===== src/hw/rtl/sem_pkg.sv =====
// ----------------------------------------------------------------------------
// sem_pkg
// Shared widths, register indexes and the gradient word that the front end
// hands to the magnitude unit of the Sobel edge magnitude block.
// ----------------------------------------------------------------------------
package sem_pkg;

   // Pixel and register widths.
   localparam int PIX_W = 8;
   localparam int CSR_W = 11;
   localparam int CSR_IDX_W = 2;

   // Register indexes on the configuration port.
   localparam logic [CSR_IDX_W-1:0] CSR_IMAGE_WIDTH = 2'd0;
   localparam logic [CSR_IDX_W-1:0] CSR_IMAGE_HEIGHT = 2'd1;

   // Register values after reset.
   localparam logic [CSR_W-1:0] WIDTH_RESET = 11'd640;
   localparam logic [CSR_W-1:0] HEIGHT_RESET = 11'd480;

   // Smallest frame dimension that the window allows.
   localparam int DIM_MIN = 3;

   // Gradient range is -1020..1020, so 11 signed bits.
   localparam int GRAD_W = 11;
   // A squared gradient stays below 2**20, their sum below 2**21.
   localparam int SQR_W = 2 * GRAD_W - 2;
   localparam int SUM_W = SQR_W + 1;

   // The root is only needed below 256, so the root unit sees 16 bits.
   localparam int ROOT_IN_W = 2 * PIX_W;
   localparam logic [ROOT_IN_W-1:0] ROOT_BIT_INIT = 16'h4000;
   localparam logic [PIX_W-1:0] MAG_MAX = 8'd255;

   // Gradient queue between front end and magnitude unit.
   localparam int QUEUE_DEPTH = 4;
   localparam int QPTR_W = $clog2(QUEUE_DEPTH);
   localparam int QCNT_W = $clog2(QUEUE_DEPTH + 1);

   // One interior window, reduced to its two gradients.
   typedef struct packed {
      logic signed [GRAD_W-1:0] gv;
      logic signed [GRAD_W-1:0] gh;
      logic                     frame_end;
   } grad_type;

endpackage


===== src/hw/rtl/sem_queue.sv =====
// ----------------------------------------------------------------------------
// sem_queue
// Short gradient queue that decouples the front end from the magnitude unit.
// ----------------------------------------------------------------------------
module sem_queue (
   input  logic                       clock,
   input  logic                       reset,
   input  logic                       push,
   input  sem_pkg::grad_type          push_word,
   input  logic                       pop,
   output logic                       head_valid,
   output sem_pkg::grad_type          head_word,
   output logic [sem_pkg::QCNT_W-1:0] count
);

   sem_pkg::grad_type                entry_ff [sem_pkg::QUEUE_DEPTH];
   logic [sem_pkg::QPTR_W-1:0]       wr_ptr_ff, rd_ptr_ff;
   logic [sem_pkg::QCNT_W-1:0]       count_ff;
   logic                             do_push, do_pop;

   assign do_pop = pop && (count_ff != '0);
   assign do_push = push;

   // Pointers wrap at the queue depth; the count tracks occupancy.
   always_ff @(posedge clock) begin
      if (reset) begin
         wr_ptr_ff <= '0;
         rd_ptr_ff <= '0;
         count_ff <= '0;
      end else begin
         if (do_push) begin
            wr_ptr_ff <= (wr_ptr_ff == sem_pkg::QPTR_W'(sem_pkg::QUEUE_DEPTH - 1)) ?
                         '0 : wr_ptr_ff + sem_pkg::QPTR_W'(1);
         end
         if (do_pop) begin
            rd_ptr_ff <= (rd_ptr_ff == sem_pkg::QPTR_W'(sem_pkg::QUEUE_DEPTH - 1)) ?
                         '0 : rd_ptr_ff + sem_pkg::QPTR_W'(1);
         end
         count_ff <= count_ff + sem_pkg::QCNT_W'(do_push)
                   - sem_pkg::QCNT_W'(do_pop);
      end
      if (do_push) begin
         entry_ff[wr_ptr_ff] <= push_word;
      end
   end

   assign head_valid = (count_ff != '0);
   assign head_word = entry_ff[rd_ptr_ff];
   assign count = count_ff;

endmodule


===== config.mk =====
export PLATFORM = sky130hd
export DESIGN_NAME = sem_queue
export DESIGN_NICKNAME = d
export VERILOG_FILES = /design/src/hw/rtl/sem_pkg.sv /design/src/hw/rtl/sem_queue.sv
export SDC_FILE = /design/constraint.sdc
export NUM_CORES = 1
export LEC_CHECK = 0
export BUFFER_PORTS_ARGS = -buffer_cell sky130_fd_sc_hd__buf_2
export CAP_MARGIN = 20
export CORE_ASPECT_RATIO = 1.2
export CORE_UTILIZATION = 50
export DETAILED_ROUTE_END_ITERATION = 6
export PLACE_DENSITY = 0.75
export SLEW_MARGIN = 0
export SYNTH_ARGS = -nofsm -noshare
export SYNTH_HDL_FRONTEND = slang
export SYNTH_SLANG_ARGS = --single-unit

===== constraint.sdc =====
create_clock -name clock -period 2.5 [get_ports clock]
set_input_delay 0.5 -clock clock [delete_from_list [all_inputs] [get_ports clock]]
set_output_delay 0.5 -clock clock [all_outputs]
set_load 0.01 [all_outputs]

## Word-level counts from Yosys, hierarchy flattened

Memories as Yosys holds them, arrays and structs flattened. A register that Yosys moved wholly into a read port is not among the register bits.
Index checks and enable logic that the tools add are counted.

| storage, ports and cells | value |
|---|---|
| bits in registers | 7 |
| latch bits | 0 |
| bits in writable memories | 92 |
| memory bits (read-only) | 0 |
| bits of input ports | 27 |
| output and inout port bits | 27 |
| logic and storage cells | 18 |
| memories kept | 1 |

| operators by class | value |
|---|---|
| $add $sub $neg | 4 |
| multiply operators | 0 |
| div/mod/pow operators | 0 |
| order comparisons | 0 |
| equality and inequality tests | 2 |
| shifts and indexed selects | 0 |
| mux-type cells | 6 |
| bitwise operators | 0 |
| reductions and logical operators | 2 |

Memories:

| name | words | bits a word | rd ports | clocked after memory_dff | wr ports | line | RTL |
|---|---|---|---|---|---|---|---|
| entry_ff | 4 | 23 | 1 | 1 | 1 | sem_queue.sv:16 | `sem_pkg::grad_type entry_ff [sem_pkg::QUEUE_DEPTH];` |

Operator list:

| operator | number |
|---|---|
| two-way mux 2 bit | 4 |
| adder 2 x 1 -> 2 bit, second input constant | 2 |
| == test 2 bit, second input constant | 2 |
| adder 3 x 1 -> 3 bit | 1 |
| nonzero test 3 bit | 1 |
| subtractor 3 x 1 -> 3 bit | 1 |
| two-way mux 1 bit | 2 |
| logical AND 1 bit | 1 |

## Depth between registers and ports, before layout

Gate-level depths: netlist of the first run.

| logic depth | value |
|---|---|
| depth after elaboration | 4 |
| mapped depth | 8 |
| depth with buffers taken out | 8 |

## Worst setup path after synthesis of the first run

OpenSTA, ideal clock, no wires.

| path | value |
|---|---|
| path type | reg2reg |
| start | register count_ff, in the netlist count[1] |
| end | register count_ff, in the netlist count[2] |
| library setup time | 125 ps |
| data arrival time | 1,772 ps |
| required time | 2,375 ps |
| path slack | 604 ps |
| cell stages (with the launch flop) | 9 |
| buffers on the path | 0 |
| period minus slack after synthesis | 1,896 ps |
| cell sequence | dfxtp_1 > o31a_1 > ha_1 > inv_1 > ha_1 > inv_1 > fa_1 > xnor3_1 > nor2_1 |

| on the way | value |
|---|---|
| cells in the longest elaborated chain, start to end | 3 |
| elaborated cells between the ends (all ways) | 4 |
| classes of those cells | add/sub (2); reduce/logical (2) |

RTL lines:

| what | line | RTL |
|---|---|---|
| start, declared | sem_queue.sv:18 | `logic [sem_pkg::QCNT_W-1:0] count_ff;` |
| start signal, assigned | sem_queue.sv:39 | `count_ff <= count_ff + sem_pkg::QCNT_W'(do_push)` |
| branches (longest 2 deep; another with adder 3 x 1 -> 3 bit) | n/a |  |
| subtractor 3 x 1 -> 3 bit (*) | sem_queue.sv:40 | `- sem_pkg::QCNT_W'(do_pop);` |

Every way passes the cells marked *.
A chain may end at the register's enable or synchronous reset.

==> results of run 1 <==
[worst reg2reg max path: cells and delay by family, from the launching register on]
kind,cells,cell delay (ns)
adder cells (fa/ha/maj),3,0.78
AO/OA/AOI/OAI,1,0.35
AND/OR/NAND/NOR,1,0.04
XOR/XNOR,1,0.21
flip-flops,1,0.38
buffers and inverters,2,0.11
[flip-flops by register name, summed over array words and instances, names as in the netlist, named ones only]
signal     count
count          3
wr_ptr_ff      2
rd_ptr_ff      2
entry_ff      92
[where the power goes]
part / switching [mW] / total (mW) / internal, mW
registers: 0.0594 / 2.00 / 1.94
clock network: 0.528 / 1.00 / 0.472
logic: 0.377 / 0.808 / 0.431
[cell usage in the layout, fill, tap and decap left out, types with 2 or more instances in the layout]
cell type   Yosys  final
and2_1          4      4
buf_2           2     53
mux4_2         20     20
edfxtp_1       92     92
nor2_1          3      3
nand2b_1        3      3
dfxtp_1         9      8
nor2b_1         2      2
clkbuf_8        0      9
inv_6           0      2
ha_1            7      7
mux2i_1         2      2
buf_4           0      7
clkinvlp_4      0      2
mux4_1          3      3
inv_1           5      5
buf_12          2      2
[cell families after synthesis]
group / count (synthesis) / synth area share
flops: 101 / 0.771
mux: 26 / 0.147
simple gates: 15 / 0.0229
buf+inv: 11 / 0.0220
fa+ha+maj: 8 / 0.0282
compound gates: 2 / 0.00360
xor+xnor: 1 / 0.00590
[final cells by class]
class                   instances  area share
repair buffers                 62      0.0809
well taps                      90      0.0255
flip-flops and latches        101       0.665
multi-input cells              52       0.179
inverters                       5     0.00424
clock buffers                  10      0.0288
clock inverters                 6      0.0161
[routing by layer]
| metal | up-vias | global-route usage |
|---|---|---|
| li1 | 803 | - |
| met1 | 883 | 0.203 |
| met2 | 36 | 0.280 |
| met3 | 6 | 0.0318 |
| met4 | 0 | 0.0634 |
| met5 | - | 0 |
[through the flow]
| step | hold slack, ns | worst slack (ns) |
|---|---|---|
| CTS | 0.355 | 0.169 |
| finish | 0.368 | 0.216 |
| detailed placement | 0.500 | 0.489 |
| global route | 0.355 | 0.0976 |
| floorplan | 0.468 | 0.604 |
| global placement | 0.494 | 0.552 |
[worst paths after layout]
kind / slack (ns) / to / startpoint / cells after the start
setup / recovery: 0.22 / head_word[7] / flop / 3
hold / removal: 0.37 / entry_ff[1][2]$_DFFE_PP_ / push_word[2] / 1
setup reg to reg: 0.53 / count[2]$_SDFF_PP0_ / count[1]$_SDFF_PP0_ / 8
hold reg to reg: 0.50 / flop / rd_ptr_ff[1]$_SDFFE_PP0N_ / 2
==> impl_metrics.py, run 1 <==
metrics = {
    "timing": {
        "grt_setup_unrepaired": "no",
        "fin_crit_ns": 2.28,
        "tns_ns": 0,
        "worst-slew-pin-transition_ns": 0.480,
        "setup_violations": 0,
        "timing.final.crit_share": 0.914,
        "slew_headroom": 0.680,
        "max_freq_mhz": 438,
        "slew_viol_final": 0,
        "worst_clock_skew_ns": 0.00922,
        "hold_viol_final": 0,
    },
    "clock_tree": {
        "cts_buffers": 9,
        "cts_setup_buffers": 0,
        "clkLatencyLatePin_ns": 0.34,
        "cts.reportedPaths.clkPinSlew_ns": 0.10,
        "cts_sinks": 101,
        "ctsHoldBuffers": 0,
        "root_buffer": "clkbuf_8",
        "htreeDepth": 3,
        "clockBufferDepth": 2,
        "cts_tree": "built",
        "cts_resized": 0,
    },
    "logic_synthesis": {
        "synth_edf_count": 92,
        "netlist_top_cells_count": "edfxtp_1 (92), mux4_2 (20), dfxtp_1 (9)",
        "synth-seq-cells": 101,
        "synthArstFlopShare": 0,
        "yosys.area.top_type": "edfxtp_1",
        "ys_warn_count": 0,
        "synth_flop_cell": "edfxtp_1",
        "ys_seq_area_frac": 0.771,
        "synth_most_common_cell": "edfxtp_1",
        "synth_area_um2": 3820,
        "synthesis.nets": 199,
        "postSynthCellCount": 164,
        "synth.top_cell.area_share": 0.723,
        "synth.area.top_cells": "edfxtp_1 (72%), mux4_2 (12%), dfxtp_1 (4.7%)",
        "yosysUniqueCellTypes": 23,
        "synth.avg_cell_area_um2": 23.3,
    },
    "floorplan": {
        "die_area_um2": 7990,
        "fp-row-count": 34,
        "die_width_um": 81.8,
        "start_util": 0.522,
        "die_height_um": 97.7,
        "ios": 54,
        "core-area_um2": 7320,
    },
    "layout": {
        "multi_input_area_um2": 792,
        "seqCellArea_um2": 2940,
        "finalNetCount": 266,
        "drive_above_1_share": 0.424,
        "fillers": 550,
        "design_area_um2": 4420,
        "area_growth_pct": 15.9,
        "utilization": 0.605,
        "antenna_cells": 0,
        "layoutNonFillerInstCount": 326,
    },
    "power": {
        "powerDensity_nw_per_um2": 862,
        "p_leak_nw": 1.55,
        "ir_worst_vdd_v": 0.000437,
        "total_power_mw": 3.81,
    },
    "setup_path": {
        "max_stage_delay_ns": 0.54,
        "cp_cell_sequence": "buf_4 -> mux4_2 -> buf_2",
        "slowest_stage": "mux4_2",
        "crit_required_ns": 2.00,
        "path_delay_family": "multiplexers",
        "worstSetupStartpointType": "flop",
        "worst-path-max-fanout": 11,
        "crit_type": "reg -> out",
        "crit_path_end_kind": "output port",
        "critical_path_arrival_ns": 1.78,
        "crit_buf_inv": 2,
    },
    "global_route": {
        "grt_pass1_vias": 1868,
        "grt_pass1_wl_mm": 9.28,
        "grt_max_degree": 24,
        "grt_usage": 0.164,
        "grt_overflow_total": 0,
        "antenna_found_initial": 0,
    },
    "route": {
        "wl_met2_mm": 3.16,
        "met1Wirelength_mm": 2.38,
        "dr_wl_met3_um": 193,
        "drc_errors": 0,
        "ant_nets": 0,
        "drt-total-wl_mm": 5.80,
        "drtPass1Iterations": 4,
        "vias": 1728,
        "drt_iter0_drc": 80,
        "routedWlPerCell_um": 17.8,
        "via_per_inst": 5.30,
        "top_layer_used": "met4",
    },
    "min_path": {
        "min_path_type": "in -> reg",
    },
    "place": {
        "place.detailed.hpwl_mm": 3.93,
        "placed_area_um2": 4230,
        "place_congestion": 0.682,
        "portBuffers": 53,
        "dp_cells": 310,
    },
    "job": {
        "maxCapViolations": 0,
    },
    "outcome": {
        "status": "complete, no violations",
    },
}
(Power assumes the default switching activity.)
==> inputs of run 2 (changes only) <==
--- a/config.mk
+++ b/config.mk
@@ -5,6 +5,7 @@
 export SDC_FILE = /design/constraint.sdc
 export NUM_CORES = 1
 export LEC_CHECK = 0
+export ABC_AREA = 1
 export BUFFER_PORTS_ARGS = -buffer_cell sky130_fd_sc_hd__buf_2
 export CAP_MARGIN = 20
 export CORE_ASPECT_RATIO = 1.2
==> constraint.sdc (replaced) <==
create_clock -name clock -period 2.5 [get_ports clock]
set_input_delay 0.375 -clock clock [delete_from_list [all_inputs] [get_ports clock]]
set_output_delay 0.375 -clock clock [all_outputs]
set_load 0.01 [all_outputs]
==> run 2 against run 1 <==
Effect of this change: area after synthesis grew 2.2%; power grew 6.3%; die area grew 2.1%; synthesized cell count grew 73%; first-iteration DRC count grew 110%; design area shrank 0.99%; sequential share of layout area grew 0.67 points; clock skew shrank 0.00067 ns; cell count grew 33%; largest cell class unchanged.
==> impl_metrics.py, run 2 <==
metrics = {
    "outcome": {
        "status": "complete, no violations",
    },
    "layout": {
        "antenna_cells": 0,
        "area_growth_pct": 12.3,
        "finalNetCount": 375,
        "top_register": "entry_ff",
        "layout_common_cells": "edfxtp_1 (92), nor2_1 (54), buf_2 (53), o21ai_0 (28), o22ai_1 (23)",
        "drive_above_1_share": 0.217,
        "layout_commonest_cell": "edfxtp_1",
        "largest_reg_flops": 92,
    },
    "clock_tree": {
        "cts_tree": "built",
        "ctsHoldBuffers": 0,
        "root_buffer": "clkbuf_8",
        "clkLatencyLatePin_ns": 0.35,
        "htreeDepth": 3,
        "cts_setup_buffers": 0,
        "cts.reportedPaths.clkPinSlew_ns": 0.09,
        "cts_buffers": 9,
        "clockBufferDepth": 2,
        "cts_resized": 0,
        "cts_sinks": 101,
    },
    "route": {
        "drc_errors": 0,
        "ant_nets": 0,
        "drtPass1Iterations": 4,
        "via_per_inst": 5.41,
        "drt_iter0_drc": 168,
        "drt-total-wl_mm": 7.10,
        "routedWlPerCell_um": 16.3,
        "vias": 2354,
    },
    "power": {
        "total_power_mw": 4.05,
        "cell_internal_pwr_mw": 2.74,
        "power_switching_mw": 1.31,
        "power.share.combinational": 0.283,
        "ir_worst_vdd_v": 0.000442,
        "p_leak_nw": 1.62,
        "p_seq_frac": 0.505,
        "powerDensity_nw_per_um2": 925,
        "switching_share": 0.323,
        "pwr-share-clk": 0.212,
    },
    "timing": {
        "hold_viol_final": 0,
        "fin_crit_ns": 2.04,
        "timing.final.crit_share": 0.818,
        "max_freq_mhz": 489,
        "slew_viol_final": 0,
        "tns_ns": 0,
        "slew_headroom": 0.720,
        "worst_clock_skew_ns": 0.00854,
        "worst-slew-pin-transition_ns": 0.420,
        "grt_setup_unrepaired": "no",
        "holdWs_ns": 0.233,
        "setup_violations": 0,
    },
    "logic_synthesis": {
        "synthArstFlopShare": 0,
        "netlist_top_cells_count": "edfxtp_1 (92), nor2_1 (54), o21ai_0 (28)",
        "synth.avg_cell_area_um2": 13.8,
        "synth.top_cell.area_share": 0.708,
        "synthesis.nets": 318,
        "ys_seq_area_frac": 0.754,
        "yosysUniqueCellTypes": 21,
        "postSynthCellCount": 283,
        "synth.area.top_cells": "edfxtp_1 (71%), nor2_1 (5.2%), dfxtp_1 (4.6%)",
        "synth-seq-cells": 101,
        "synth_flop_cell": "edfxtp_1",
        "synth_edf_count": 92,
        "synth_area_um2": 3900,
        "ys_warn_count": 0,
        "synth_most_common_cell": "edfxtp_1",
        "yosys.area.top_type": "edfxtp_1",
    },
    "floorplan": {
        "die_height_um": 98.8,
        "die_area_um2": 8160,
        "core-area_um2": 7400,
        "die_width_um": 82.6,
        "start_util": 0.527,
        "fp-row-count": 34,
        "ios": 54,
    },
    "setup_path": {
        "worstSetupStartpointType": "flop",
        "crit_type": "reg -> out",
        "worst-path-max-fanout": 23,
        "crit_required_ns": 2.12,
        "crit_path_end_kind": "output port",
        "critical_path_arrival_ns": 1.67,
    },
    "global_route": {
        "grt_overflow_total": 0,
        "grt_pass1_vias": 2311,
        "grt_usage": 0.187,
        "antenna_found_initial": 0,
        "grt_pass1_wl_mm": 10.9,
        "grt_max_degree": 47,
    },
    "job": {
        "maxCapViolations": 0,
    },
    "place": {
        "portBuffers": 53,
        "place.detailed.hpwl_mm": 4.38,
        "place_congestion": 0.699,
    },
    "min_path": {
        "min_path_type": "in -> reg",
    },
}
[run 2: changes by cell type in the layout (fill, tap and decap cells not counted), sizes merged, moves of 3 or more]
cell	change
nor2	+51
inv	+10
and2	-4
o21ai	+46
nand2b	-3
o22ai	+23
nand2	+10
a21oi	+3
mux4	-23
nand3	+3
[run 2: per-stage QoR]
| stage | cells | instance area, um^2 | util | setup WS (ns) |
|---|---|---|---|---|
| after floorplan | 283 | 3900 | - | 0.744 |
| after global placement | 419 | 4220 | 0.570 | 0.712 |
| after detailed placement | 419 | 4220 | 0.570 | 0.643 |
| after CTS | 435 | 4380 | 0.592 | 0.414 |
| after global routing | 435 | 4380 | 0.592 | 0.322 |
| final | 435 | 4380 | 0.592 | 0.455 |
[run 2: cells by family after synthesis]
group,share of synthesized area
xor gates and xnor gates,0.00225
buffers and inverters,0.0462
and+or+nand+nor,0.0667
DFF,0.754
adders and majority gates,0.0276
AOI/OAI and AO/OA,0.103
[run 2: area by class of cell]
type	count	area, um^2
Multi-Input combinational cell	151	778
Sequential cell	101	2940
Clock buffer	11	131
Clock inverter	5	27.5
Tap cell	90	113
Timing Repair Buffer	60	318
Inverter	17	68.8
Fill cell	618	3020
[run 2: final timing paths]
check	start	slack, ns	end	cells past startpoint
min	reset	0.23	count[0]$_SDFF_PP0_	2
max reg2reg	count[1]$_SDFF_PP0_	0.67	count[2]$_SDFF_PP0_	9
max	flop	0.46	head_word[20]	4
min reg2reg	rd_ptr_ff[0]$_SDFFE_PP0N_	0.57	flop	2
[run 2: layer usage]
layer	wire (um)	share of wire	global-route usage
met3	415	0.058	0.0472
met2	3630	0.51	0.315
met4	70	0.0099	0.0637
met5	0	0	0
met1	2980	0.42	0.233
[run 2: critical path, stage by stage (launching register included)]
cell and delay, ns:
dfxtp_1 0.45, inv_2 0.38, o21ai_0 0.15, o22ai_1 0.18, buf_2 0.17
[run 2: power groups by stage]
stage	Clock (mW)	Combinational, mW	Sequential, mW
3_5_place_dp	0	1.16	2.09
3_3_place_gp	0	1.12	2.08
2_1_floorplan	0	0.808	2.05
4_1_cts	0.869	1.16	2.05
5_1_grt	0.929	1.29	2.06
6_report	0.857	1.15	2.05
