[src/hw/rtl/sem_pkg.sv]
// ----------------------------------------------------------------------------
// sem_pkg
// Shared widths, register indexes and the gradient word that the front end
// hands to the magnitude unit of the Sobel edge magnitude block.
// ----------------------------------------------------------------------------
package sem_pkg;

   // Pixel and register widths.
   localparam int PIX_W = 8;
   localparam int CSR_W = 11;
   localparam int CSR_IDX_W = 2;

   // Register indexes on the configuration port.
   localparam logic [CSR_IDX_W-1:0] CSR_IMAGE_WIDTH = 2'd0;
   localparam logic [CSR_IDX_W-1:0] CSR_IMAGE_HEIGHT = 2'd1;

   // Register values after reset.
   localparam logic [CSR_W-1:0] WIDTH_RESET = 11'd640;
   localparam logic [CSR_W-1:0] HEIGHT_RESET = 11'd480;

   // Smallest frame dimension that the window allows.
   localparam int DIM_MIN = 3;

   // Gradient range is -1020..1020, so 11 signed bits.
   localparam int GRAD_W = 11;
   // A squared gradient stays below 2**20, their sum below 2**21.
   localparam int SQR_W = 2 * GRAD_W - 2;
   localparam int SUM_W = SQR_W + 1;

   // The root is only needed below 256, so the root unit sees 16 bits.
   localparam int ROOT_IN_W = 2 * PIX_W;
   localparam logic [ROOT_IN_W-1:0] ROOT_BIT_INIT = 16'h4000;
   localparam logic [PIX_W-1:0] MAG_MAX = 8'd255;

   // Gradient queue between front end and magnitude unit.
   localparam int QUEUE_DEPTH = 4;
   localparam int QPTR_W = $clog2(QUEUE_DEPTH);
   localparam int QCNT_W = $clog2(QUEUE_DEPTH + 1);

   // One interior window, reduced to its two gradients.
   typedef struct packed {
      logic signed [GRAD_W-1:0] gv;
      logic signed [GRAD_W-1:0] gh;
      logic                     frame_end;
   } grad_type;

endpackage

[src/hw/rtl/sem_back.sv]
// ----------------------------------------------------------------------------
// sem_back
// Magnitude unit: squares both gradients, sums them, takes the integer
// square root one bit pair a cycle and holds the word in an output register.
// ----------------------------------------------------------------------------
module sem_back (
   input  logic                      clock,
   input  logic                      reset,
   input  logic                      queue_valid,
   input  sem_pkg::grad_type         queue_word,
   output logic                      queue_pop,
   output logic                      rsp_empty,
   input  logic                      rsp_pop,
   output logic [sem_pkg::PIX_W-1:0] rsp_magnitude,
   output logic                      rsp_frame_end
);

   localparam int RW = sem_pkg::ROOT_IN_W;

   typedef enum logic [2:0] {
      ST_IDLE,
      ST_SQUARE,
      ST_SUM,
      ST_ROOT,
      ST_DONE
   } state_type;

   state_type                      state_ff, state_in;
   logic signed [sem_pkg::GRAD_W-1:0] gv_ff, gv_in, gh_ff, gh_in;
   logic                           fe_ff, fe_in;
   logic [sem_pkg::SQR_W-1:0]      sqa_ff, sqa_in, sqb_ff, sqb_in;
   logic                           sat_ff, sat_in;
   logic [RW-1:0]                  rem_ff, rem_in, root_ff, root_in, bit_ff, bit_in;
   logic                           out_valid_ff, out_valid_in;
   logic [sem_pkg::PIX_W-1:0]      out_mag_ff, out_mag_in;
   logic                           out_fe_ff, out_fe_in;

   logic signed [2*sem_pkg::GRAD_W-1:0] prod_v, prod_h;
   logic [sem_pkg::SUM_W-1:0]      sum_sq;
   logic [RW:0]                    trial;

   assign prod_v = gv_ff * gv_ff;
   assign prod_h = gh_ff * gh_ff;
   assign sum_sq = {1'b0, sqa_ff} + {1'b0, sqb_ff};
   assign trial = {1'b0, root_ff} + {1'b0, bit_ff};

   // Next state of the sequencer and its output register.
   always_comb begin
      state_in = state_ff;
      gv_in = gv_ff;
      gh_in = gh_ff;
      fe_in = fe_ff;
      sqa_in = sqa_ff;
      sqb_in = sqb_ff;
      sat_in = sat_ff;
      rem_in = rem_ff;
      root_in = root_ff;
      bit_in = bit_ff;
      out_valid_in = out_valid_ff;
      out_mag_in = out_mag_ff;
      out_fe_in = out_fe_ff;
      queue_pop = 1'b0;

      if (rsp_pop) begin
         out_valid_in = 1'b0;
      end

      unique case (state_ff)
         ST_IDLE: begin
            if (queue_valid) begin
               queue_pop = 1'b1;
               gv_in = queue_word.gv;
               gh_in = queue_word.gh;
               fe_in = queue_word.frame_end;
               state_in = ST_SQUARE;
            end
         end
         ST_SQUARE: begin
            sqa_in = prod_v[sem_pkg::SQR_W-1:0];
            sqb_in = prod_h[sem_pkg::SQR_W-1:0];
            state_in = ST_SUM;
         end
         ST_SUM: begin
            // Anything at or above 2**16 has a root of 256 or more.
            sat_in = |sum_sq[sem_pkg::SUM_W-1:RW];
            rem_in = sum_sq[RW-1:0];
            root_in = '0;
            bit_in = sem_pkg::ROOT_BIT_INIT;
            state_in = ST_ROOT;
         end
         ST_ROOT: begin
            if ({1'b0, rem_ff} >= trial) begin
               rem_in = rem_ff - trial[RW-1:0];
               root_in = (root_ff >> 1) + bit_ff;
            end else begin
               root_in = root_ff >> 1;
            end
            bit_in = bit_ff >> 2;
            if (bit_ff[0]) begin
               state_in = ST_DONE;
            end
         end
         ST_DONE: begin
            if (!out_valid_ff || rsp_pop) begin
               out_valid_in = 1'b1;
               out_mag_in = sat_ff ? sem_pkg::MAG_MAX : root_ff[sem_pkg::PIX_W-1:0];
               out_fe_in = fe_ff;
               state_in = ST_IDLE;
            end
         end
         default: begin
            state_in = ST_IDLE;
         end
      endcase
   end

   // State and registered outputs.
   always_ff @(posedge clock) begin
      if (reset) begin
         state_ff <= ST_IDLE;
         out_valid_ff <= 1'b0;
      end else begin
         state_ff <= state_in;
         out_valid_ff <= out_valid_in;
      end
      gv_ff <= gv_in;
      gh_ff <= gh_in;
      fe_ff <= fe_in;
      sqa_ff <= sqa_in;
      sqb_ff <= sqb_in;
      sat_ff <= sat_in;
      rem_ff <= rem_in;
      root_ff <= root_in;
      bit_ff <= bit_in;
      out_mag_ff <= out_mag_in;
      out_fe_ff <= out_fe_in;
   end

   assign rsp_empty = !out_valid_ff;
   assign rsp_magnitude = out_mag_ff;
   assign rsp_frame_end = out_fe_ff;

endmodule

[config.mk]
export PLATFORM = sky130hd
export DESIGN_NAME = sem_back
export DESIGN_NICKNAME = d
export VERILOG_FILES = /design/src/hw/rtl/sem_pkg.sv /design/src/hw/rtl/sem_back.sv
export SDC_FILE = /design/constraint.sdc
export NUM_CORES = 1
export LEC_CHECK = 0
export BUFFER_PORTS_ARGS = -buffer_cell sky130_fd_sc_hd__buf_2
export CORE_AREA = 2 2 203 205
export CTS_CLUSTER_SIZE = 12
export DETAILED_ROUTE_END_ITERATION = 12
export DIE_AREA = 0 0 205 207
export PLACE_DENSITY = 0.46
export SYNTH_ARGS = -nofsm -noshare
export SYNTH_HDL_FRONTEND = slang
export SYNTH_SLANG_ARGS = --single-unit
[constraint.sdc]
create_clock -name clock -period 14.3 [get_ports clock]
set_clock_uncertainty 0.15 [all_clocks]
set_input_delay 1.43 -clock clock [delete_from_list [all_inputs] [get_ports clock]]
set_output_delay 1.43 -clock clock [all_outputs]
set_load 0.02 [all_outputs]
After elaboration in Yosys (flattened, before gate mapping)

Index checks and enable logic that the tools add are counted.

Output and inout bits: 11
Logic and storage cells: 51
Register bits: 125
Input port bits: 27

Magnitude comparators: 1
Eq/ne operators: 8
Add/sub/neg operators: 4
Multiplexer cells: 14
Multiply operators: 2
Reductions and logical operators: 9

Operator list:

| operator                                      | number |
|---|---|
| case mux 16 bit (2 select lines)              | 3 |
| multiplier 11 x 11 -> 20 bit                  | 2 |
| 2-to-1 mux 16 bit                             | 2 |
| adder 20 x 20 -> 21 bit                       | 1 |
| adder 16 x 16 -> 17 bit                       | 1 |
| greater-or-equal comparator 16 x 17 -> 1 bit  | 1 |
| adder 15 x 16 -> 16 bit                       | 1 |
| subtractor 16 bit                             | 1 |
| case mux 3 bit (5 select lines)               | 1 |
| 2-to-1 mux 3 bit                              | 3 |
| != test 2 bit, second input constant          | 4 |
| == test 3 x 2 -> 1 bit, second input constant | 2 |
| AND reduction 2 bit                           | 3 |
| 2-to-1 mux 1 bit                              | 5 |
| OR reduction 5 bit                            | 1 |
| == test 3 x 1 -> 1 bit, second input constant | 1 |
| == test 3 bit, second input constant          | 1 |
| zero test 3 bit                               | 1 |
| AND reduction 3 bit                           | 1 |
| nonzero test 2 bit                            | 1 |
| zero test 1 bit                               | 1 |
| logical OR 1 bit                              | 1 |

Logic depth before layout (Yosys ltp)

Gate-level depths: netlist of the first run.

Word-level depth: 4
Depth in mapped cells: 21
Mapped depth without buffers: 20

Worst setup path before layout of the first run

No wires, ideal clock.

Path kind: register to register
Start point: register gh_ff[10] (netlist bit)
End point: register sqb_ff[18] (netlist bit), data pin
Path slack: 8.872 ns
Period minus slack after synthesis: 5.428 ns
Stages on the path, launching flop included: 19
Path buffers: 1
Arrival: 5.016 ns
Data required time: 13.888 ns
Setup time: 0.262 ns
Cell sequence: edfxtp_1 -> clkbuf_1 -> and2_1 -> fa_1 -> inv_1 -> fa_1 -> inv_1 -> fa_1 -> fa_1 -> inv_1 -> fa_1 -> inv_1 -> ha_1 -> a21oi_1 -> o21ai_0 -> o31a_1 -> o21ai_0 -> o21bai_1 -> xor2_1

Longest elaborated chain between the ends: 1

Ends and longest elaborated chain:

| item                         | RTL line        | source |
|---|---|---|
| start: declaration           | sem_back.sv:29  | `logic signed [sem_pkg::GRAD_W-1:0] gv_ff, gv_in, gh_ff, gh_in;` |
| start signal: assignment     | sem_back.sv:127 | `gh_ff <= gh_in;` |
| multiplier 11 x 11 -> 20 bit | sem_back.sv:43  | `assign prod_h = gh_ff * gh_ff;` |
| named net prod_h, one bit    | sem_back.sv:38  | `logic signed [2*sem_pkg::GRAD_W-1:0] prod_v, prod_h;` |
| end signal: assignment       | sem_back.sv:130 | `sqb_ff <= sqb_in;` |
| end: declaration             | sem_back.sv:31  | `logic [sem_pkg::SQR_W-1:0] sqa_ff, sqa_in, sqb_ff, sqb_in;` |

The timed path passes the listed nets, and every way through them passes these cells.
A chain may end at the register's enable or synchronous reset.

Worst setup path after layout of the first run

Start point: register gv_ff[2] (netlist bit)
End point: register sqa_ff[18] (netlist bit), data pin

Longest elaborated chain between the ends: 1

Ends and longest elaborated chain:

| item                         | RTL line        | source |
|---|---|---|
| start: declaration           | sem_back.sv:29  |  |
| start signal: assignment     | sem_back.sv:126 | `gv_ff <= gv_in;` |
| multiplier 11 x 11 -> 20 bit | sem_back.sv:42  | `assign prod_v = gv_ff * gv_ff;` |
| named net prod_v, one bit    | sem_back.sv:38  |  |
| end signal: assignment       | sem_back.sv:129 | `sqa_ff <= sqa_in;` |
| end: declaration             | sem_back.sv:31  |  |

The timed path passes the listed nets, and every way through them passes these cells.

==> results of run 1 <==
## per-layer routing
metal	share of wire (%)	vias to the layer above
li1	-	4485
met3	1.5	22
met1	45	4570
met4	1.4	0
met5	0	-
met2	52	60
## through the flow
step	hold WS, ns	worst slack, ns
after floorplan	0.250	8.87
after global placement	0.251	8.64
after detailed placement	0.257	8.57
after CTS	0.273	8.54
after global routing	0.287	8.19
final	0.269	8.58
## placed cells by master (no fill, tap or decap), types with 4 or more instances in the layout
cell                        netlist  final
sky130_fd_sc_hd__a211oi_1         9      9
sky130_fd_sc_hd__a21o_1          15     15
sky130_fd_sc_hd__a21oi_1         57     57
sky130_fd_sc_hd__a31o_2           4      4
sky130_fd_sc_hd__a31oi_1         13     13
sky130_fd_sc_hd__and2_1          60     60
sky130_fd_sc_hd__and3_1          15     15
sky130_fd_sc_hd__buf_2            3     37
sky130_fd_sc_hd__buf_4            0      5
sky130_fd_sc_hd__clkbuf_16        0     17
sky130_fd_sc_hd__dfxtp_1          4      4
sky130_fd_sc_hd__edfxtp_1       111    111
sky130_fd_sc_hd__fa_1           188    188
sky130_fd_sc_hd__ha_1           139    139
sky130_fd_sc_hd__inv_1          276    276
sky130_fd_sc_hd__inv_6            0      6
sky130_fd_sc_hd__mux2i_1          5      5
sky130_fd_sc_hd__nand2_1         89     89
sky130_fd_sc_hd__nand2b_1         8      8
sky130_fd_sc_hd__nand3_1         22     22
sky130_fd_sc_hd__nand4_1          6      6
sky130_fd_sc_hd__nor2_1          57     57
sky130_fd_sc_hd__nor2b_1         26     26
sky130_fd_sc_hd__nor3_1           9      8
sky130_fd_sc_hd__nor4_1           4      4
sky130_fd_sc_hd__o21a_1          12     12
sky130_fd_sc_hd__o21ai_0         20     20
sky130_fd_sc_hd__o21ai_1         17     17
sky130_fd_sc_hd__o21bai_1        13     13
sky130_fd_sc_hd__o31ai_1          9      9
sky130_fd_sc_hd__or2_2           12     12
sky130_fd_sc_hd__or3_1            5      5
sky130_fd_sc_hd__xnor2_1         77     77
sky130_fd_sc_hd__xor2_1          30     30
## worst max-delay path, cell delays in order, from the launching register on
cell and delay (ns):
sky130_fd_sc_hd__edfxtp_1 0.68, sky130_fd_sc_hd__nand2_1 0.14, sky130_fd_sc_hd__fa_1 0.49, sky130_fd_sc_hd__inv_1 0.06, sky130_fd_sc_hd__fa_1 0.50, sky130_fd_sc_hd__inv_1 0.06, sky130_fd_sc_hd__fa_1 0.53, sky130_fd_sc_hd__inv_1 0.05
sky130_fd_sc_hd__fa_1 0.49, sky130_fd_sc_hd__fa_1 0.43, sky130_fd_sc_hd__ha_1 0.38, sky130_fd_sc_hd__and3_1 0.22, sky130_fd_sc_hd__a211oi_1 0.48, sky130_fd_sc_hd__o21ai_1 0.23, sky130_fd_sc_hd__a221o_1 0.33, sky130_fd_sc_hd__a21oi_1 0.17
sky130_fd_sc_hd__xnor2_1 0.08
## sequential cells by signal, summed over array words and instances (netlist names), 3 cells and up
| name | flops |
|---|---|
| sqa_ff | 19 |
| sqb_ff | 19 |
| rem_ff | 16 |
| root_ff | 16 |
| gh_ff | 11 |
| gv_ff | 11 |
| bit_ff | 8 |
| rsp_magnitude | 8 |
| state_ff | 3 |
## how the worst max path moves through the flow
stage | startpoint | cells after the start | slack [ns] | end
floorplan | gh_ff[10] | 18 | 8.87 | sqb_ff[18]
global placement | gh_ff[10] | 18 | 8.64 | sqb_ff[19]
detailed placement | gh_ff[10] | 18 | 8.57 | sqb_ff[19]
CTS | gh_ff[10] | 18 | 8.54 | sqb_ff[19]
global route | gh_ff[10] | 18 | 8.19 | sqb_ff[19]
finish | gv_ff[2] | 16 | 8.58 | sqa_ff[18]
## area by class of cell
type	count	area [µm²]	share of cell area [%]
well taps	532	666	4.36
flip-flops and latches	115	3410	22.4
clock inverters	15	145	0.951
clock buffers	17	425	2.79
multi-input cells	946	9340	61.2
inverters	278	1040	6.84
repair buffers	42	223	1.46
## cell families (layout without fill, tap and decap cells)
family          after synthesis  after routing
fa+ha+maj                   327            327
simple gates                318            318
buf+inv                     309            352
compound gates              189            189
flops                       115            115
xor+xnor                    107            107
mux                           5              5
==> impl.org, run 1 <==
** Hold path
- Worst Hold Endpoint :: rsp_frame_end
- Worst hold stages :: 0
- In this run the worst hold path is classified as reg2reg.
- The worst hold path begins at fe_ff.

** Logic synthesis
- The number of nets handed over by synthesis was 1724.
- The top cell type by area accounts for 27.1% of the synthesized area.
- Xor/xnor share of the synthesized area :: 6.74%
- Number of enable flip-flop cells after synthesis :: 111
- Arithmetic-cell share of the synthesized area counting full adders, half adders and majority gates :: between 30% and 40%
- Top post-synthesis cells by count :: sky130_fd_sc_hd__inv_1, sky130_fd_sc_hd__fa_1, sky130_fd_sc_hd__ha_1, sky130_fd_sc_hd__edfxtp_1, sky130_fd_sc_hd__nand2_1
- After synthesis, the cell types taking the most area are sky130_fd_sc_hd__fa_1, sky130_fd_sc_hd__edfxtp_1, sky130_fd_sc_hd__ha_1.
- Summing the areas of all compound-gate instances in the mapped netlist gives 8.84% of the synthesized area.
- Main combinational cell family by area after synthesis :: adder cells
- Mux contribution to synthesized area :: 0.360%
- Flops & latches, synth :: 115
- The synthesized netlist devotes 11.6% of its cell area to simple gates.
- For this run, the leading register cell type out of synthesis is sky130_fd_sc_hd__edfxtp_1.
- Share of synthesized area occupied by flip-flops and latches :: 24.5%
- Fraction of registers with async set/reset :: 0%
- Summed over all instances, the cell type with the most area after synthesis is sky130_fd_sc_hd__fa_1.
- Summing every instance area after synthesis gives 13900 µm².
- Counting distinct cell types in the post-synthesis netlist gives 52.
- Synthesized instance count :: between 1000 and 1500
- Yosys instantiated no cell more often than sky130_fd_sc_hd__inv_1.
- After synthesis, the mean cell area works out to 10.2 µm².
- The Yosys step of the flow raised 0 warnings.

** Global route
- The first global-routing pass estimated 47.5 mm of wire.
- For met2 alone, demand over resource in global routing was roughly a quarter.
- The via count of the first global-routing pass is 9667.
- Met3 routing resource usage after global routing :: 2.25%
- The total overflow left after global routing is 0.
- The initial antenna violation count came to 0.
- Most used routing layer in global routing :: met2
- Total global routing track utilization :: 14.3%
- Met1 routing resource usage after global routing :: 17.6%
- Pin count of the biggest net entering global routing :: 39

** Clock tree
- Post-CTS Setup Repair Bufs :: 0
- Clock Tree Buf Depth :: 2
- In this run, post-CTS hold repair placed 0 buffers.
- Number of clock sinks seen by CTS :: 115
- TritonCTS built the clock tree.
- After clock tree synthesis, the clock-pin slew on the worst setup and hold paths is 0.06 ns.
- The root buffer cell chosen for the clock tree is sky130_fd_sc_hd__clkbuf_16.
- Resized cells post-CTS :: 0
- Clock latency reported for the late side of the worst-skew pair :: approximately 0.45 ns
- The number of clock buffers added by TritonCTS is 17.
- The clock tree synthesis step divided the H-tree into 4 levels.

** Floorplanning
- 38 I/O pins were placed.
- Measured along the x axis, the die boundary spans 205 µm.
- Floorplan die area :: 42400 µm²
- Height of the chip :: 207 µm
- For this configuration, the core starts out at a cell density of around 34%.
- The initialized floorplan defines 74 standard-cell rows.
- CORE AREA :: between 40000 and 50000 µm²

** Cells and area
- Compared with the post-synthesis result, the final layout area differs by 9.70%.
- Number of standard cells in the layout, taps in and fillers out :: roughly 1900
- The net count of the finished layout is 1754.
- The post-route netlist has 7.36% of its cells at a drive strength greater than 1.
- 0 antenna diodes ended up in the layout.
- Once layout is complete, the utilization of the core stands at around 38%.
- After routing the design area is 15300 µm².
- Counting the fill cells in the layout gives around 4200.

** Routing
- For this run, the detailed router's first-pass iteration total came to 5.
- Remaining number of nets flagged by the antenna check after routing :: 0
- Routed wire length :: 28.3 mm
- For this block, the initial DRC count from the detailed router was 335.
- Residual DRC count :: 0
- After detailed routing, the average wire length per cell comes to 14.5 µm.
- Across all layers, the routed design uses 9137 vias.
- Routed via count divided by cell count :: 4.70

** Timing
- Measured against its own limit, the worst slew margin works out to between 50% and 60%.
- Setup repair after global routing left no endpoint under its margin.
- Count of final setup violators :: 0
- Timing would allow up to 175 MHz.
- Post-route fraction of the period consumed by the critical path :: 40.0%
- Adding up every negative setup slack in the final design gives 0 ns.
- The count of endpoints failing hold in the final timing report was 0.
- The worst path in the final design needs a cycle of ~5.7 ns, including I/O delays and setup.
- Least-Margin Pin Slew :: 0.631 ns
- The max-slew violation count came to 0.

** Worst setup path
- At the worst endpoint, the required time is 14.34 ns.
- In this run the critical register-to-register path is launched from gv_ff[2].
- Kind of end point of the critical path :: flip-flop
- Cells on worst reg2reg path :: 16
- Data arrival time of the critical path :: 5.76 ns
- Along the worst path, the maximum fanout reaches 14.
- Crit Reg-Reg Endpoint :: sqa_ff[18]
- Reg2Reg Setup Slack :: 8.58 ns
- Startpoint Class :: flip-flop
- The critical path is of the reg2reg type.

** Placed design
- Port Buffer Count :: 37
- Placer Congestion :: 0.806
- Sum of net half-perimeters after detailed placement :: 22.7 mm
- Cell area reported after detailed placement :: 14700 µm²
- Including well taps, the total number of placed cells is 1913.

** Run status
- Result of the run :: finished, final reports clean

** Job
- Number of max-cap violations :: 0
Power of run 1 is not shown: default switching activity piles up to over one toggle a cycle in this logic, so the estimate is an artifact.
==> run 2: changes to the inputs <==
Clock period 14.3 ns to 5.6 ns, I/O delays scaled along.
==> run 2 against run 1 <==
Net effect:
- clock-buffer cell count up 1
- design area increased by 2.5%
- register-to-register slack lost 8.3 ns
- worst setup slack lost 8.3 ns
- via count grew 1.1%
- core utilization is 0.93 points higher
- critical path depth increased by 1
- die area stayed put
- hold slack worse by 0.13 ns
- first-iteration DRC count down 19%
- fmax up 7.1%
- sequential cell count unchanged
- critical path type unchanged
- largest cell class unchanged
==> impl.org, run 2 (synthesis gave the netlist of run 1 again) <==
** Run status
- Result of the run: finished, final reports clean (unchanged).

** Clock tree
- The clock latency on the worst-skew pair came to 0.44 ns (was 0.45 ns).
- The worst-case clock buffer depth is 2 (unchanged).
- The TritonCTS clock tree is yes (unchanged).
- The number of sinks on the clock net was 115 (unchanged).
- The CTS buffer count was 17 (unchanged).
- The number of hold-repair buffers added at the cts stage is 0 (unchanged).
- Clock transition time at the flip-flop clock pins of the worst setup and hold paths :: 0.07 ns (was 0.06 ns)
- The maximum level of the CTS H-tree came to 4 (unchanged).
- The clock root buffer is sky130_fd_sc_hd__clkbuf_16 (unchanged).

** Placed design
- Port Buffer Count :: 37 (unchanged)
- The final HPWL from detailed placement was 23.4 mm (was 22.7 mm).
- Placer Congestion :: 0.814 (was 0.806)

** Worst setup path
- Data arrival time of the critical path :: 5.37 ns (was 5.76 ns)
- Delay of the slowest cell on the worst path :: 0.57 ns (was 0.68 ns)
- The required time reported for the critical path endpoint was 5.63 ns (was 14.34 ns).
- Critical path cell sequence: buf_4, buf_4, and2_1, fa_1, fa_1, inv_1, fa_1, inv_1, fa_1, inv_1, fa_1, inv_1, ha_1, or2_2, a21oi_1, a21oi_1, xnor2_1 (was nand2_1, fa_1, inv_1, fa_1, inv_1, fa_1, inv_1, fa_1, fa_1, ha_1, and3_1, a211oi_1, o21ai_1, a221o_1, a21oi_1, xnor2_1).
- The number of buffer and inverter stages on the critical path was 6 (was 3).
- CP max-delay cell :: sky130_fd_sc_hd__fa_1 (was sky130_fd_sc_hd__edfxtp_1)
- Kind of end point of the critical path :: flip-flop (unchanged)
- The gate family responsible for the most delay along the worst path was adder cells (unchanged).
- Reg2Reg Setup Slack :: 0.26 ns (was 8.58 ns)
- Category of the critical setup timing path :: reg2reg (unchanged)
- The maximum fanout count along the critical path is 9 (was 14).
- The sort of element at the start of the critical path was a flip-flop (unchanged).
- The most used cell along the critical path is sky130_fd_sc_hd__fa_1 (unchanged).

** Cells and area
- Fill cell count :: 4128 (was 4176)
- Count of antenna diodes in the layout :: 0 (unchanged)
- The area growth from synthesis to layout came to 12.4% (was 9.70%).
- Fraction of final layout cells sized beyond drive strength 1 :: 10.4% (was 7.36%)
- The most frequent standard cell in the layout excluding fill and tap cells is sky130_fd_sc_hd__inv_1 (unchanged).
- Top Registers: sqa_ff (19), sqb_ff (19) (unchanged).
- Most used cells in the layout excluding fill and tap cells :: sky130_fd_sc_hd__inv_1, sky130_fd_sc_hd__fa_1, sky130_fd_sc_hd__ha_1 (unchanged)
- Final net count :: 1796 (was 1754)

** Timing
- The setup TNS is 0 ns (unchanged).
- Number of failing hold endpoints at the final stage :: 0 (unchanged)
- Post-route fraction of the period consumed by the critical path :: 95.4% (was 40.0%)
- The max-slew violation count is 0 (unchanged).
- The time the worst path needs with I/O delays and setup was 5.34 ns (was 5.72 ns).
- Unrepaired setup endpoints after global routing: no (unchanged).
- Max transition margin :: 57.9% (about the same)
- The count of endpoints failing setup in the final report is 0 (unchanged).
- The highest clock frequency the design can meet came to 187 MHz (was 175 MHz).
- Least-Margin Pin Slew :: 0.631 ns (about the same)

** Routing
- The number of remaining DRC errors came to 0 (unchanged).
- The violation count after the first detailed-routing iteration was 270 (was 335).
- The count of vias placed by the detailed router came to 9240 (was 9137).
- The mean number of vias per cell was 4.65 (was 4.70).
- The final routed wire length divided by cell count was 14.5 µm (about the same).
- The iteration count of the initial detailed-routing pass is 4 (was 5).
- The number of antenna-violating nets in the routed design is 0 (unchanged).
- Routed wire length :: 28.8 mm (was 28.3 mm)

** Floorplanning
- The width of the die is 205 µm (unchanged).
- The area of the core region is 40400 µm² (unchanged).
- Initial Util :: 34.4% (unchanged)
- The overall die area came to 42400 µm² (unchanged).
- The vertical extent of the die came to 207 µm (unchanged).
- The number of placed I/O pins came to 38 (unchanged).
- The number of standard-cell rows in the floorplan is 74 (unchanged).

** Global route
- The global router's overall resource usage came to 14.7% (was 14.3%).
- Number of antenna violations at the first check in global routing :: 0 (unchanged)
- The global-route congestion overflow total came to 0 (unchanged).
- Pin count of the biggest net entering global routing :: 39 (unchanged)
- Global-route wire length before repair :: 49.0 mm (was 47.5 mm)
- The via count of the first global-routing pass is 9856 (was 9667).

** Hold path
- The class of the most critical hold timing path is in2reg (was reg2reg).

** Job
- Number of max-cap violations :: 0 (unchanged)
-- run 2: changes by cell type in the layout (fill, tap and decap cells not counted), moves of 2 or more --
| cell | delta |
|---|---|
| sky130_fd_sc_hd__buf_4 | +42 |
| sky130_fd_sc_hd__a21oi_1 | -2 |
| sky130_fd_sc_hd__a21oi_2 | +2 |
| sky130_fd_sc_hd__bufinv_16 | +2 |
| sky130_fd_sc_hd__clkinv_2 | -2 |
| sky130_fd_sc_hd__inv_6 | -2 |
| sky130_fd_sc_hd__o21ai_0 | -2 |
| sky130_fd_sc_hd__o21ai_1 | +2 |
-- run 2: final timing paths --
check / end / startpoint / depth (start not counted)
worst max-delay path: sqb_ff[19] / gh_ff[10] / 17
worst min-delay path: gv_ff[9] / queue_word[21] / 1
worst max register to register: sqb_ff[19] / gh_ff[10] / 17
worst min register to register: rsp_frame_end / fe_ff / 0
-- run 2: area by class of cell --
cell class | count | area (µm²) | share of cell area [%]
clock buffers | 18 | 429 | 2.75
repair buffers | 84 | 538 | 3.44
inverters | 278 | 1040 | 6.68
well taps | 532 | 666 | 4.26
multi-input cells | 946 | 9360 | 59.9
clock inverters | 14 | 178 | 1.14
flip-flops and latches | 115 | 3410 | 21.8
-- run 2: worst register-to-register path, delay by kind of cell, from the launching register on --
| family | cells | cell delay (ns) |
|---|---|---|
| simple gates | 2 | 0.52 |
| compound gates | 2 | 0.21 |
| buf+inv | 6 | 0.55 |
| flops | 1 | 0.51 |
| xor+xnor | 1 | 0.13 |
| fa+ha+maj | 6 | 3.03 |
-- run 2: timing repair --
| action | CTS | global route |
|---|---|---|
| hold endpoints to repair | 0 | 0 |
| buffers inserted | 0 | 13 |
| endpoints found under the setup margin | 0 | 8 |
| resized for setup | 0 | 10 |
-- run 2: through the flow --
step	instances	area [µm²]	util (%)	setup slack, ns	hold slack (ns)
floorplan	1370	13900	-	0.172	0.250
global placement	1942	14900	36.9	0.200	0.251
detailed placement	1942	14900	36.9	0.151	0.256
CTS	1974	15500	38.4	0.125	0.0993
global route	1987	15600	38.7	0.00759	0.113
finish	1987	15600	38.7	0.259	0.137
-- run 2: metal layers --
layer  share of wire (%)  GRT usage (%)  wire length, µm  vias to the layer above
li1                    -              -                -                     4562
met1                  46           19.3            13200                     4579
met2                  51           25.1            14600                       73
met3                 2.1           2.06              597                       26
met4                 1.6           4.71              456                        0
met5                   0              0                0                        -
Power of run 2 is left out for the same reason.
==> run 3: changes to the inputs <==
Settings changed: GPL_TIMING_DRIVEN from default to 0.
==> run 3 against run 2 <==
Net effect:
- die area unchanged
- sequential cell count unchanged
- worst setup slack got worse by 0.043 ns
- hold slack improved by 0.0043 ns
- largest cell class unchanged
- core utilization increased by 0.23 points
- via count increased by 2.1%
==> impl.org, run 3 (synthesis gave the netlist of run 1 again) <==
** Worst setup path
- Worst path required time :: 5.63 ns (about the same)
- The cell depth of the worst flop-to-flop path came to 19 (was 17).
- Largest driver fanout on the critical path :: 7 (was 9)
- The minimum setup slack among reg-to-reg paths came to 0.22 ns (was 0.26 ns).
- The data arrival time of the worst path is 5.41 ns (was 5.37 ns).
- The last element of the critical path is sqb_ff[19] (unchanged).
- Reg2reg start :: gh_ff[4] (was gh_ff[10])
- The critical path class is reg2reg (unchanged).
- The sort of element at the start of the critical path is a flip-flop (unchanged).
- The launching element of the worst setup path is gh_ff[4] (was gh_ff[10]).
- The capture point of the worst reg-to-reg path was sqb_ff[19] (unchanged).
- The sort of element at the end of the critical path was a flip-flop (unchanged).

** Clock tree
- Clock Tree Buf Depth :: 2 (unchanged)
- The CTS buffer count came to 17 (unchanged).
- The TritonCTS clock tree is yes (unchanged).
- The number of sinks on the clock net is 115 (unchanged).
- Clock Tree Root :: sky130_fd_sc_hd__clkbuf_16 (unchanged)
- Clock transition time at the flip-flop clock pins of the worst setup and hold paths :: 0.06 ns (was 0.07 ns)
- Clock latency reported for the late side of the worst-skew pair :: 0.45 ns (was 0.44 ns)
- The maximum level of the CTS H-tree is 4 (unchanged).

** Timing
- Sum Neg Setup Slack :: 0 ns (unchanged)
- Unrepaired setup endpoints after global routing: yes (was no).
- Max Slew Vio Count :: 0 (unchanged)
- Highest clock rate :: 186 MHz (was 187 MHz)
- The relative slew slack was 43.2% (was 57.9%).
- The count of endpoints failing hold in the final timing report is 0 (unchanged).
- Post-route fraction of the period consumed by the critical path :: 96.1% (was 95.4%)
- Post-layout min period :: 5.38 ns (was 5.34 ns)
- Least-Margin Pin Slew :: 0.852 ns (was 0.631 ns)
- The count of endpoints failing setup in the final report is 0 (unchanged).

** Placed design
- Port Buffer Count :: 37 (unchanged)
- The final HPWL from detailed placement is 24.2 mm (was 23.4 mm).
- Placer Congestion :: 0.814 (about the same)

** Job
- The max-capacitance violation count was 0 (unchanged).

** Routing
- Routed length per placed instance :: 15.0 µm (was 14.5 µm)
- The number of antenna-violating nets in the routed design was 0 (unchanged).
- Violation count after the first detailed-routing iteration :: 323 (was 270)
- First drt pass iteration count :: 6 (was 4)
- The count of vias placed by the detailed router was 9433 (was 9240).
- The number of remaining DRC errors is 0 (unchanged).
- Routed wire length :: 29.9 mm (was 28.8 mm)
- The mean number of vias per cell came to 4.72 (was 4.65).

** Floorplanning
- Floorplan die area :: 42400 µm² (unchanged)
- Row Count :: 74 (unchanged)
- The width of the die was 205 µm (unchanged).
- Initial Util :: 34.4% (unchanged)
- I/O pin count :: 38 (unchanged)
- Height of the chip :: 207 µm (unchanged)
- The area of the core region is 40400 µm² (unchanged).

** Global route
- Number of antenna violations at the first check in global routing :: 0 (unchanged)
- Pin count of the biggest net entering global routing :: 33 (was 39)
- Vias in the first global route :: 10100 (was 9856)
- Global-route wire length before repair :: 50.4 mm (was 49.0 mm)
- GRT Residual Overflow :: 0 (unchanged)
- Total global routing track utilization :: 15.2% (was 14.7%)

** Cells and area
- The most frequent standard cell in the layout excluding fill and tap cells is sky130_fd_sc_hd__inv_1 (unchanged).
- The net total in the final layout is 1809 (was 1796).
- Top Registers :: sqa_ff (19), sqb_ff (19) (unchanged)
- The diode insertion count for antenna repair is 0 (unchanged).
- Fill cell count :: 4086 (was 4128)
- The area growth from synthesis to layout was 13.1% (was 12.4%).
- The layout cell share with drive strength beyond 1 came to 11.6% (was 10.4%).
- Most used cells in the layout excluding fill and tap cells :: sky130_fd_sc_hd__inv_1, sky130_fd_sc_hd__fa_1, sky130_fd_sc_hd__ha_1 (unchanged)

** Run status
- Result of the run :: finished, final reports clean (unchanged)

** Hold path
- Type of the worst min-delay path :: in2reg (unchanged)
- Hold path start :: queue_word[0] (was queue_word[21])
## run 3: cell types whose count changed in the layout (fill, tap and decap cells not counted), sizes merged
| cell | previous run | this run |
|---|---|---|
| buf | 84 | 83 |
| inv | 282 | 285 |
| clkinvlp | 3 | 4 |
| bufinv | 3 | 0 |
| clkbuf | 18 | 31 |
## run 3: area by class of cell
type                            count  area, µm²  area share [%]
Inverter                          278       1040            6.64
Sequential cell                   115       3410            21.7
Tap cell                          532        666            4.23
Clock inverter                     15        124           0.788
Clock buffer                       17        425            2.71
Multi-Input combinational cell    946       9430            60.0
Buffer                             22        115           0.732
Timing Repair Buffer               75        504            3.21
## run 3: metal layers
layer / track usage (%) / vias up / routed length (µm)
li1: - / 4599 / -
met1: 18.7 / 4704 / 12800
met2: 27.2 / 101 / 15700
met3: 2.08 / 29 / 801
met4: 4.96 / 0 / 674
met5: 0 / - / 0
## run 3: worst min path at each step
| stage | to | cells past startpoint |
|---|---|---|
| after CTS | gh_ff[6] | 1 |
| after detailed placement | rsp_frame_end | 0 |
| after global placement | rsp_frame_end | 0 |
| after global routing | gv_ff[5] | 1 |
| final | fe_ff | 1 |
| after floorplan | rsp_frame_end | 0 |
## run 3: repair_timing
item | CTS | global route
buffers inserted | 10 | 21
hold endpoints to repair | 0 | 0
hold buffers | 0 | 0
endpoints found under the setup margin | 13 | 12
resized for setup | 18 | 31
pin swaps | 2 | 5
## run 3: stage by stage
step	setup WS, ns	area, µm²	utilization, %	hold slack (ns)	std cells
after floorplan	0.172	13900	-	0.250	1370
after global placement	-0.570	14800	36.6	0.256	1939
after detailed placement	-0.523	14900	36.8	0.257	1946
after CTS	0.00177	15500	38.4	0.111	1980
after global routing	-0.0410	15700	38.9	0.121	2000
final	0.216	15700	38.9	0.142	2000
## run 3: critical path, cell delays in order (launching register included)
cell and delay [ns]:
sky130_fd_sc_hd__edfxtp_1 0.52, sky130_fd_sc_hd__buf_4 0.21, sky130_fd_sc_hd__and2_1 0.15, sky130_fd_sc_hd__fa_2 0.54, sky130_fd_sc_hd__inv_1 0.09, sky130_fd_sc_hd__fa_1 0.53, sky130_fd_sc_hd__inv_1 0.05, sky130_fd_sc_hd__fa_1 0.46
sky130_fd_sc_hd__fa_1 0.55, sky130_fd_sc_hd__inv_1 0.06, sky130_fd_sc_hd__fa_1 0.52, sky130_fd_sc_hd__inv_1 0.06, sky130_fd_sc_hd__ha_4 0.28, sky130_fd_sc_hd__nand2_2 0.08, sky130_fd_sc_hd__nor2_4 0.13, sky130_fd_sc_hd__nand2_1 0.07
sky130_fd_sc_hd__o211ai_1 0.29, sky130_fd_sc_hd__o21ai_2 0.13, sky130_fd_sc_hd__a21oi_2 0.14, sky130_fd_sc_hd__xnor2_1 0.09
Power of run 3 is left out for the same reason.
